===== src/hdl/assert_macros.svh =====
// Assertion macros used by the top-level RTL file.
`ifndef ASSERT_MACROS_SVH
`define ASSERT_MACROS_SVH

// Consequent must hold in the same cycle as the antecedent.
`define CFEF_ASSERT_NOW(lbl, ante, cons, msg) \
    lbl: assert property (@(posedge i_clk) disable iff (!i_rst_n) (ante) |-> (cons)) \
        else $error(msg);

// Consequent must hold in the cycle after the antecedent.
`define CFEF_ASSERT_NEXT(lbl, ante, cons, msg) \
    lbl: assert property (@(posedge i_clk) disable iff (!i_rst_n) (ante) |=> (cons)) \
        else $error(msg);

`endif


===== src/hdl/cfef_pkg.sv =====
// Types, constants and helper functions of the contact force error filter.
package cfef_pkg;

    localparam int unsigned ALU_A_W   = 64;
    localparam int unsigned ALU_B_W   = 34;
    localparam int unsigned ALU_R_W   = 66;
    localparam int unsigned MUL_STEPS = 34;
    localparam int unsigned DIV_STEPS = 64;
    localparam int unsigned SQR_STEPS = 32;

    localparam logic [16:0] ONE_Q16    = 17'd65536;
    localparam logic [16:0] DT_MIN_US  = 17'd10;
    localparam logic [16:0] DT_MAX_US  = 17'd100000;
    localparam logic [19:0] US_PER_S   = 20'd1000000;
    localparam logic [18:0] HALF_S_US  = 19'd500000;
    localparam logic [17:0] GAIN_SCALE = 18'd196608;
    localparam logic signed [31:0] ONE_Q30 = 32'sd1073741824;

    localparam logic [2:0] ST_OFF      = 3'd0;
    localparam logic [2:0] ST_NO_FORCE = 3'd1;
    localparam logic [2:0] ST_BAD_DT   = 3'd2;
    localparam logic [2:0] ST_NO_CONT  = 3'd3;
    localparam logic [2:0] ST_STARTED  = 3'd4;
    localparam logic [2:0] ST_RUNNING  = 3'd5;

    localparam logic [1:0] REG_CONTACT_THRESHOLD = 2'd0;
    localparam logic [1:0] REG_NORMAL_SMOOTHING  = 2'd1;
    localparam logic [1:0] REG_FLIP_FORCE        = 2'd2;

    typedef enum logic [2:0] {
        ALU_MUL  = 3'b001,
        ALU_DIV  = 3'b010,
        ALU_SQRT = 3'b100
    } t_alu_op;

    typedef struct packed {
        logic                 start;
        t_alu_op              op;
        logic [ALU_A_W-1:0]   a;
        logic [ALU_B_W-1:0]   b;
    } t_alu_req;

    typedef struct packed {
        logic                 done;
        logic [ALU_R_W-1:0]   res;
    } t_alu_rsp;

    function automatic logic [31:0] f_mag32(input logic signed [31:0] v);
        return v[31] ? 32'(-v) : 32'(v);
    endfunction

    function automatic logic signed [31:0] f_sat32(input logic signed [65:0] v);
        logic signed [31:0] r;
        if (v > 66'sd2147483647) r = 32'sh7FFFFFFF;
        else if (v < -66'sd2147483648) r = 32'sh80000000;
        else r = v[31:0];
        return r;
    endfunction

    // Divide by 2^16, rounding to nearest with ties away from zero.
    function automatic logic signed [65:0] f_rnd16(input logic signed [65:0] v);
        logic [65:0] m;
        logic [65:0] q;
        m = v[65] ? 66'(-v) : 66'(v);
        q = (m + 66'd32768) >> 16;
        return v[65] ? -$signed(q) : $signed(q);
    endfunction

    // Divide by 2^30, rounding to nearest with ties away from zero.
    function automatic logic signed [65:0] f_rnd30(input logic signed [65:0] v);
        logic [65:0] m;
        logic [65:0] q;
        m = v[65] ? 66'(-v) : 66'(v);
        q = (m + 66'd536870912) >> 30;
        return v[65] ? -$signed(q) : $signed(q);
    endfunction

endpackage


===== src/hdl/cfef_alu.sv =====
// Bit-serial multiplier, restoring divider and square root sharing one datapath.
module cfef_alu
    import cfef_pkg::*;
(
    input  logic     i_clk,
    input  logic     i_rst_n,
    input  t_alu_req i_req,
    output t_alu_rsp o_rsp
);

    logic          r_busy, n_busy;
    logic          r_done, n_done;
    t_alu_op       r_op, n_op;
    logic [6:0]    r_cnt, n_cnt;
    logic [65:0]   r_sa, n_sa;
    logic [33:0]   r_sb, n_sb;
    logic [65:0]   r_acc, n_acc;
    logic [63:0]   r_q, n_q;

    logic [32:0]   rem_div;
    logic [34:0]   rem_sqr;
    logic [34:0]   trial;

    assign rem_div = {r_acc[31:0], r_sa[63]};
    assign rem_sqr = {r_acc[32:0], r_sa[63:62]};
    assign trial   = {1'b0, r_q[31:0], 2'b01};

    always_comb begin
        n_busy = r_busy;
        n_done = 1'b0;
        n_op   = r_op;
        n_cnt  = r_cnt;
        n_sa   = r_sa;
        n_sb   = r_sb;
        n_acc  = r_acc;
        n_q    = r_q;
        if (i_req.start) begin
            n_busy = 1'b1;
            n_op   = i_req.op;
            n_sa   = {2'b00, i_req.a};
            n_sb   = i_req.b;
            n_acc  = '0;
            n_q    = '0;
            case (i_req.op)
                ALU_MUL:  n_cnt = 7'(MUL_STEPS);
                ALU_DIV:  n_cnt = 7'(DIV_STEPS);
                ALU_SQRT: n_cnt = 7'(SQR_STEPS);
                default:  n_cnt = 7'(MUL_STEPS);
            endcase
        end else if (r_busy) begin
            case (r_op)
                ALU_MUL: begin
                    if (r_sb[0]) n_acc = r_acc + r_sa;
                    n_sa = r_sa << 1;
                    n_sb = r_sb >> 1;
                end
                ALU_DIV: begin
                    if (rem_div >= {1'b0, r_sb[31:0]}) begin
                        n_acc = {33'b0, rem_div - {1'b0, r_sb[31:0]}};
                        n_q   = {r_q[62:0], 1'b1};
                    end else begin
                        n_acc = {33'b0, rem_div};
                        n_q   = {r_q[62:0], 1'b0};
                    end
                    n_sa = r_sa << 1;
                end
                ALU_SQRT: begin
                    if (rem_sqr >= trial) begin
                        n_acc = {31'b0, rem_sqr - trial};
                        n_q   = {r_q[62:0], 1'b1};
                    end else begin
                        n_acc = {31'b0, rem_sqr};
                        n_q   = {r_q[62:0], 1'b0};
                    end
                    n_sa = r_sa << 2;
                end
                default: begin
                    n_busy = 1'b0;
                end
            endcase
            n_cnt = r_cnt - 7'd1;
            if (r_cnt == 7'd1) begin
                n_busy = 1'b0;
                n_done = 1'b1;
            end
        end
    end

    always_ff @(posedge i_clk) begin
        if (!i_rst_n) begin
            r_busy <= 1'b0;
            r_done <= 1'b0;
        end else begin
            r_busy <= n_busy;
            r_done <= n_done;
        end
        r_op  <= n_op;
        r_cnt <= n_cnt;
        r_sa  <= n_sa;
        r_sb  <= n_sb;
        r_acc <= n_acc;
        r_q   <= n_q;
    end

    always_comb begin
        o_rsp.done = r_done;
        case (r_op)
            ALU_MUL:  o_rsp.res = r_acc;
            ALU_DIV:  o_rsp.res = {2'b00, r_q};
            ALU_SQRT: o_rsp.res = {34'b0, r_q[31:0]};
            default:  o_rsp.res = '0;
        endcase
    end

endmodule


===== config.mk =====
export PLATFORM = sky130hd
export DESIGN_NAME = cfef_alu
export DESIGN_NICKNAME = d
export VERILOG_FILES = /design/src/hdl/assert_macros.svh /design/src/hdl/cfef_pkg.sv /design/src/hdl/cfef_alu.sv
export SDC_FILE = /design/constraint.sdc
export NUM_CORES = 1
export LEC_CHECK = 0
export CAP_MARGIN = 15
export CORE_UTILIZATION = 40
export CTS_BUF_LIST = sky130_fd_sc_hd__clkbuf_8
export CTS_CLUSTER_SIZE = 8
export DETAILED_ROUTE_END_ITERATION = 7
export DONT_BUFFER_PORTS = 1
export GPL_ROUTABILITY_DRIVEN = 0
export PLACE_DENSITY_LB_ADDON = 0.08
export SYNTH_ARGS = -nofsm -noshare
export SYNTH_HDL_FRONTEND = slang
export SYNTH_SLANG_ARGS = --single-unit
export TNS_END_PERCENT = 50

===== constraint.sdc =====
create_clock -name i_clk -period 5.73 [get_ports i_clk]
set_input_delay 0.2865 -clock i_clk [delete_from_list [all_inputs] [get_ports i_clk]]
set_output_delay 0.2865 -clock i_clk [all_outputs]
set_load 0.01 [all_outputs]

# After elaboration in Yosys (flattened, before gate mapping)
# Cells that the tools add are included.
# op_classes
add_sub_neg	4
order_cmp	2
eq_ne	7
muxes	22
bitwise	2
n_reduce_logical	14
# op_table
operator	count
$pmux W66 S3	2
$pmux W66 S2	1
$mux W64	2
$pmux W64 S2	1
$mux W34	3
$add A66 B66 Y66	1
$mux W66	1
$ge A35 B34 Y1	1
$mux W35	1
$sub A35 B34 Y35	1
$ge A33 B32 Y1	1
$mux W33	1
$sub A33 B32 Y33	1
$mux W7	2
$pmux W7 S2	1
$reduce_and A2 Y1	4
$reduce_bool A2 Y1	4
$eq A7 B1 Y1 const B	1
$mux W1	7
$sub A7 B1 Y7 const B	1
$eq A3 B2 Y1 const B	2
$eq A3 B3 Y1 const B	2
$reduce_bool A3 Y1	2
$reduce_or A3 Y1	2
other kinds (5)	6
# word_totals
reg_bits	242
in_bits	104
out_inout_bits	67
wordCells	60

# Longest topological paths before layout
# Gate-level depths: netlist of run 1.
# depth
word_depth	6
depth_mapped	16
ltp_nobuf	15

# Least setup slack after synthesis of run 1
# No wires, ideal clock.
# synth_timing
path_kind	register to register
startpoint	register r_sa[63]
endpoint	register r_acc[32]
setup_time_ns	0.130
t_arrival_ns	3.333
t_required_ns	5.600
slack_ns	2.267
path_stages_with_launch	16
n_path_buf	0
period_less_slack_ns	3.463
path_cell_list	edfxtp_1 inv_1 ha_1 inv_1 fa_1 a21o_1 a221oi_2 o31ai_4 a21oi_4 o311ai_4 a311oi_4 nor3b_2 a2111oi_4 xor2_1 a221oi_1 nor3_2
# synth_between
elab_chain_cells	3
word_cells_on_any_way	7
cone_classes	2 x add/sub; 2 x order compare; 3 x mux
# synth_lines
item	line_no	text
start, declared	cfef_alu.sv:15	logic [65:0] r_sa, n_sa;
start signal, assigned	cfef_alu.sv:99	r_sa <= n_sa;
$sub A35 B34 Y35, or another cell as far along	cfef_alu.sv:69	n_acc = {31'b0, rem_sqr - trial};
$mux W35 or $mux W33 (tied branches)	cfef_alu.sv:68, cfef_alu.sv:58	
$pmux W66 S3 *	cfef_alu.sv:51	case (r_op)
end signal, assigned	cfef_alu.sv:101	r_acc <= n_acc;
end, declared	cfef_alu.sv:17	logic [65:0] r_acc, n_acc;
# Mark *: on every way between the ends. The rest lies on a longest branch, timed or not.
# A chain may end at the register's enable or synchronous reset.

# Worst setup path after layout of run 1
# layout_timing
startpoint	register r_acc[6]
endpoint	register r_acc[30]
# layout_between
elab_chain_cells	3
word_cells_on_any_way	9
cone_classes	3 x add/sub; 2 x order compare; 4 x mux
# layout_lines
item	line_no	text
$add A66 B66 Y66, or another cell as far along	cfef_alu.sv:53	if (r_sb[0]) n_acc = r_acc + r_sa;
$mux W66, or another cell as far along	cfef_alu.sv:53	
$pmux W66 S3 *	cfef_alu.sv:51	
# Mark *: on every way between the ends. The rest lies on a longest branch, timed or not. The select of a mux whose other input is x is not followed.

==> results of run 1 <==
cell usage in the layout (no fill, tap or decap), types with 31 or more instances in the layout:
cell and instances:
clkbuf_8 50, nand2_1 398, nor2_1 133, a22o_1 33, xor2_1 62, dfxtp_1 134
nand4_1 31, edfxtp_1 108, mux2i_1 86, a21oi_1 214, a21o_1 95, ha_1 133
o21ai_0 220, xnor2_1 61, inv_1 103, dlygate4sd3_1 103, nor3_1 38
synth_stat cells, types with 8 or more instances:
library cell	number	area [sq um]
a211oi_1	19	143
a21o_1	95	713
a21oi_1	215	1080
a221oi_1	10	87.6
a22o_1	33	289
a22oi_1	9	67.6
a31oi_1	21	131
and2_1	10	62.6
and3_1	15	93.8
buf_1	13	48.8
buf_2	11	55.1
clkbuf_1	113	424
dfxtp_1	134	2680
edfxtp_1	108	3240
ha_1	133	1660
inv_1	89	334
mux2i_1	86	861
nand2_1	399	1500
nand2b_1	14	87.6
nand3_1	21	105
nand4_1	31	194
nor2_1	134	503
nor2b_1	16	100
nor3_1	38	190
nor4_1	8	50.1
o211ai_1	14	105
o21a_1	17	128
o21ai_0	221	1110
o21ai_1	17	85.1
o21bai_1	20	150
o221ai_1	19	166
o22ai_1	14	87.6
o31ai_1	9	67.6
xnor2_1	61	534
xor2_1	62	543
final cells by class:
type                       instances  area, sq um
clock buffer                      50          688
clock inverter                    35          200
fill                            4723        25400
inverter                          89          334
multi-input combinational       1872        12100
sequential                       242         5930
tap                              607          759
timing repair buffer             122         1210
metrics by stage:
stage | power, W | std cells | utilization [%] | setup WS [ps]
finish | 0.00564 | 3017 | 45.5 | 1490
global route | 0.00594 | 3017 | 45.5 | 1100
CTS | 0.00567 | 3017 | 45.5 | 1530
floorplan | 0.00338 | 2344 | - | 2270
detailed placement | 0.00382 | 2828 | 41.3 | 1560
global placement | 0.00381 | 2828 | 41.3 | 1580
path summary, 6_finish.rpt:
| check | start | endpoint | slack (ps) | depth (start not counted) |
|---|---|---|---|---|
| worst max register to register | r_acc[6] | r_acc[30] | 1490 | 13 |
| worst min register to register | r_q[63] | r_q[63] | 470 | 2 |
| worst min-delay path | i_req[101] | r_sb[0] | 90 | 1 |
| worst max-delay path | r_acc[6] | r_acc[30] | 1490 | 13 |
worst reg2reg max path, cell delays in order (launching register included):
cell,delay [ps]
dfxtp_1,470
ha_1,350
a21o_1,200
a21oi_1,260
o21ai_0,170
o31ai_1,470
o211ai_1,280
a21oi_4,720
buf_4,440
nor3b_1,100
a21oi_1,120
o21ai_1,70
a211oi_1,300
a211oi_1,120
flip-flops by register name, indices dropped and copies added, names as in the netlist:
register / count
r_acc: 66
r_done: 1
r_cnt: 7
r_op: 3
r_busy: 1
r_q: 64
r_sa: 66
r_sb: 34
report_power, final:
part / internal [W] / total, W / switching [W] / leakage (nW)
clock: 0.000895 / 0.00174 / 0.000844 / 0.508
sequential: 0.00193 / 0.00207 / 0.000135 / 2.17
combinational: 0.000705 / 0.00183 / 0.00113 / 5.82
total: 0.00353 / 0.00564 / 0.00211 / 8.49
logic make-up (layout without fill, tap and decap cells):
| logic type | after synthesis | after routing | synth area share, % |
|---|---|---|---|
| simple gates | 720 | 720 | 16.8 |
| compound gates | 804 | 804 | 27.4 |
| mux | 90 | 90 | 4.81 |
| buf+inv | 230 | 296 | 4.75 |
| fa+ha+maj | 135 | 135 | 9.04 |
| xor+xnor | 123 | 123 | 5.72 |
| flops | 242 | 242 | 31.4 |
routing by layer:
metal  GRT usage (%)  up-vias  part of all wire, %
met3            4.05      143                  5.1
met1            32.2     8417                   42
met4            10.7        0                  3.8
li1                -     8574                    -
met2            46.8      473                   49
met5               0        -                    0
==> results.yml, run 1 <==
worst_setup_path:
  critPathMaxFanout: 26
  crit_chain: "ha_1, a21o_1, a21oi_1, o21ai_0, o31ai_1, o211ai_1, a21oi_4, buf_4, nor3b_1, a21oi_1, o21ai_1, a211oi_1, a211oi_1"
  start_kind: "flip-flop"
  endpoint_kind: "flip-flop"
  crit_buf_inv: 1
  slowest_stage: "a21oi_4"
  path_delay_family: "compound AO/OA/AOI/OAI gates"
  worstPathArrival_ps: 4700
  cpPeakStageDelay_ps: 720
  crit_type: "flip-flop to flip-flop"
  cp_data_required_time_ps: 6190
routing:
  detail-route-antenna-nets: 0
  vias: 17600
  finalWirelength_mm: 64.3
  drc: 0
  drt_iter0_markers: 1221
  wl_per_cell_microns: 21.3
  vias_per_cell: 5.84
  firstDrtPassIters: 5
clock_tree:
  cts_inserted_buffers: 47
  postCtsSetupBuffers: 0
  cts_buffer_depth: 3
  clk_pin_slew_ps: 60
  ctsResizeCount: 0
  cts_tree: "done"
  htreeDepth: 2
  insertion_delay_ps: 650
  cts_hold_buf: 104
  clock-sinks: 242
  root_buffer: "clkbuf_8"
floorplan:
  core-area_sq_um: 46600
  ioPinCount: 171
  die_w_microns: 219
  die_height_microns: 219
  row_count: 79
  start_util_pct: 40.5
  dieArea_sq_um: 48000
job:
  max_cap_viol_count: 0
yosys:
  async_reset_ff_share_pct: 0
  synth_seq_cells: 242
  synth_cell_type_count: 87
  mappedNetlistArea_sq_um: 18800
  synthFlopType: "dfxtp_1"
  postSynthAreaPerCell_sq_um: 8.04
  synth_edf_count: 108
  yosys_warnings: 0
  synthCells: 2344
  ys_seq_area_share_pct: 31.4
  syn_nets: 2583
placed_design:
  hpwlAfterDp_mm: 45.8
  placed_cell_area_sq_um: 19200
  port_buffers: 0
finish:
  drive_gt1_share_pct: 5.52
  diodes: 0
  syn_to_final_growth_pct: 12.4
  stdcell_area_sq_um: 21200
  final_nets: 2613
sta:
  hold_viol: 0
  whs_ps: 90.4
  fmax_ghz: 0.236
  final-setup-viol-count: 0
  setup-tns-final_ps: 0
  slew_violations: 0
  tightest_slew_ps: 1240
  skew_ps: 29.3
  relSlewSlack_pct: 17.0
  min_period_over_period_pct: 74.0
  rsz0062_at_grt: "false"
  fin_crit_ps: 4240
global_routing:
  grt_pass1_vias: 17300
  antenna_found_initial: 0
  overflow: 0
  grt_usage_pct: 26.6
  grt_max_degree: 315
  grt_pass1_wl_mm: 99.4
run_status:
  status: "finished, final reports clean"
power_and_ir_drop:
  p_leak_nw: 8.49
  power.density_nw_per_um2: 266
  ir_drop_mv: 0.167
min_path:
  hold_class: "input port to flip-flop"
(Power assumes the default switching activity.)
==> inputs of run 2 (changes only) <==
Settings changed: ABC_AREA set to 1.
Clock period 5.73 ns to 4 ns, I/O delays scaled along.
==> run 2 against run 1 <==
  * The flow now finishes with violations (hold timing)
  * Flip-flop and latch count unchanged
  * Cell count up 53%
  * Hold slack got worse by 110 ps
  * Final area increased by 18%
  * Largest power group is now combinational logic
==> results.yml, run 2 <==
run_status:
  status: "complete, but fails checks"
  violations: "hold timing"
sta:
  tightest_slew_ps: 1000
  final-setup-viol-count: 0
  rsz0062_at_grt: "false"
  min_period_over_period_pct: 81.8
  hold_viol: 4
  skew_ps: 38.1
  relSlewSlack_pct: 33.4
  fmax_ghz: 0.306
  slew_violations: 0
  setup-tns-final_ps: 0
  whs_ps: -14.7
  fin_crit_ps: 3270
yosys:
  synth_simple_gate_area_share_pct: 37.8
  yosys_warnings: 0
  synth_seq_cells: 242
  synthMuxAreaShare_pct: 0
  synth_compound_area_share_pct: 14.2
  ys_top_cells_by_area: "nand2_1 20%, edfxtp_1 15%, dfxtp_1 12%"
  synth-xor-area-share_pct: 1.49
  syn_nets: 3996
  ys_seq_area_share_pct: 26.6
  synth_edf_count: 108
  synth_most_common_cell: "nand2_1"
  synthTopCellsByCount: "1208 x nand2_1, 595 x inv_1, 427 x nor2_1, 314 x nand3_1, 239 x a21oi_1"
  synth.largest_area_cell: "nand2_1"
  async_reset_ff_share_pct: 0
  synth_top_family_by_area: "simple AND/OR/NAND/NOR gates"
  synthFlopType: "dfxtp_1"
  synth_cell_type_count: 41
  postSynthAreaPerCell_sq_um: 5.93
  synthCells: 3757
  mappedNetlistArea_sq_um: 22300
  synth_adder_area_share_pct: 7.65
  yosysTopAreaCellShare_pct: 20.4
global_routing:
  met2_usage_pct: 53.1
  grtUsageMet1_pct: 41.4
  met3_usage_pct: 5.32
  overflow: 0
  grt_usage_pct: 32.4
  antenna_found_initial: 4
  grt_max_degree: 139
  grt_pass1_wl_mm: 140
  grt_pass1_vias: 23200
  top_usage_layer: "met2"
worst_setup_path:
  reg2reg_slack_ps: 730
  cp_common_cell: "nand2_1"
  worstPathArrival_ps: 3880
  start_kind: "flip-flop"
  crit_type: "flip-flop to flip-flop"
  path_delay_family: "simple AND/OR/NAND/NOR gates"
  crit_chain: "ha_1, nand2_1, nand2_1, nand2_1, nand2_1, nand2_1, nand3_1, nand2_1, nand2_1, nand2_1, nand2_2, buf_4, nand3_1, nand3_1, nand3_1, nand2_1, inv_1"
  cpPeakStageDelay_ps: 690
  cp_data_required_time_ps: 4600
  critPathMaxFanout: 24
  endpoint_kind: "flip-flop"
  crit_buf_inv: 2
  slowest_stage: "dfxtp_1"
job:
  max_cap_viol_count: 0
clock_tree:
  ctsResizeCount: 0
  postCtsSetupBuffers: 0
  clock-sinks: 242
  htreeDepth: 2
  cts_buffer_depth: 3
  cts_hold_buf: 103
  root_buffer: "clkbuf_8"
  insertion_delay_ps: 680
  clk_pin_slew_ps: 60
  cts_inserted_buffers: 47
  cts_tree: "done"
floorplan:
  die_height_microns: 238
  ioPinCount: 171
  core-area_sq_um: 55100
  dieArea_sq_um: 56600
  die_w_microns: 238
  row_count: 86
  start_util_pct: 40.4
routing:
  finalWirelength_mm: 92.9
  detail-route-antenna-nets: 0
  drt_iter0_markers: 2189
  wl_per_cell_microns: 20.1
  firstDrtPassIters: 6
  vias: 24700
  vias_per_cell: 5.35
  drc: 0
power_and_ir_drop:
  ir_drop_mv: 0.227
  power_w: 0.00939
  power.density_nw_per_um2: 375
  p_leak_nw: 12.9
finish:
  final_common_cell: "nand2_1"
  top_regs: "r_acc x66, r_sa x66, r_q x64"
  final_util_pct: 45.5
  syn_to_final_growth_pct: 12.5
  final_nets: 4066
  drive_gt1_share_pct: 3.03
  final_cell_mix: "1207 x nand2_1, 619 x inv_1, 425 x nor2_1"
  fin_cells: 4617
placed_design:
  dp_cells: 4423
  hpwlAfterDp_mm: 73.2
  port_buffers: 0
min_path:
  hold_class: "input port to flip-flop"
run 2: cell count changes after synthesis, sizes merged, moves of 37 or more:
cell    delta
xnor2     -37
inv      +511
a21o      -94
nand2    +811
mux2i     -86
nor2     +295
xor2      -48
nand3    +293
a31oi     +39
clkbuf    -40
o21ai     -77
run 2: where the power goes:
part	switching (W)	total [W]	internal (W)
clock network	0.00127	0.00267	0.00140
registers	0.000206	0.00300	0.00280
logic	0.00258	0.00371	0.00114
total	0.00405	0.00939	0.00534
run 2: layout make-up:
type,instances,area (sq um)
Sequential cell,242,5930
Fill cell,6112,30000
Timing Repair Buffer,138,1320
Tap cell,748,936
Multi-Input combinational cell,2798,13700
Clock buffer,49,674
Clock inverter,39,287
Inverter,600,2260
Antenna cell,3,7.51
run 2: worst paths after layout:
path,startpoint,endpoint,cells after the start
worst max register to register,r_acc[1],r_acc[17],17
worst min register to register,r_sa[65],r_sa[65],2
worst max-delay path,r_acc[1],r_acc[17],17
worst min-delay path,i_req[101],r_op[0],1
run 2: worst reg2reg max path, delay by kind of cell (launching register included):
family,cells,cell delay (ps)
and+or+nand+nor,14,1690
buffers and inverters,2,410
adders and majority gates,1,410
DFF,1,690
run 2: cell families (layout without fill, tap and decap cells):
group | Yosys count | in the layout
AND/OR/NAND/NOR | 2059 | 2059
buffers and inverters | 717 | 826
AO/OA/AOI/OAI | 566 | 566
other | 0 | 3
adder cells (fa/ha/maj) | 135 | 135
flip-flops | 242 | 242
XOR/XNOR | 38 | 38
run 2: metrics by stage:
stage,hold WS (ps),area (sq um),setup slack (ps)
2_1_floorplan,299,22300,175
3_3_place_gp,289,23000,840
3_5_place_dp,288,23000,880
4_1_cts,5.02,25100,849
5_1_grt,20.3,25100,593
6_report,-14.7,25100,728
run 2: routing by layer:
metal  up-vias  wire, microns
li1      12200              -
met1     11200          39200
met2      1026          41700
met3       230           7300
met4         4           4670
met5         -             26
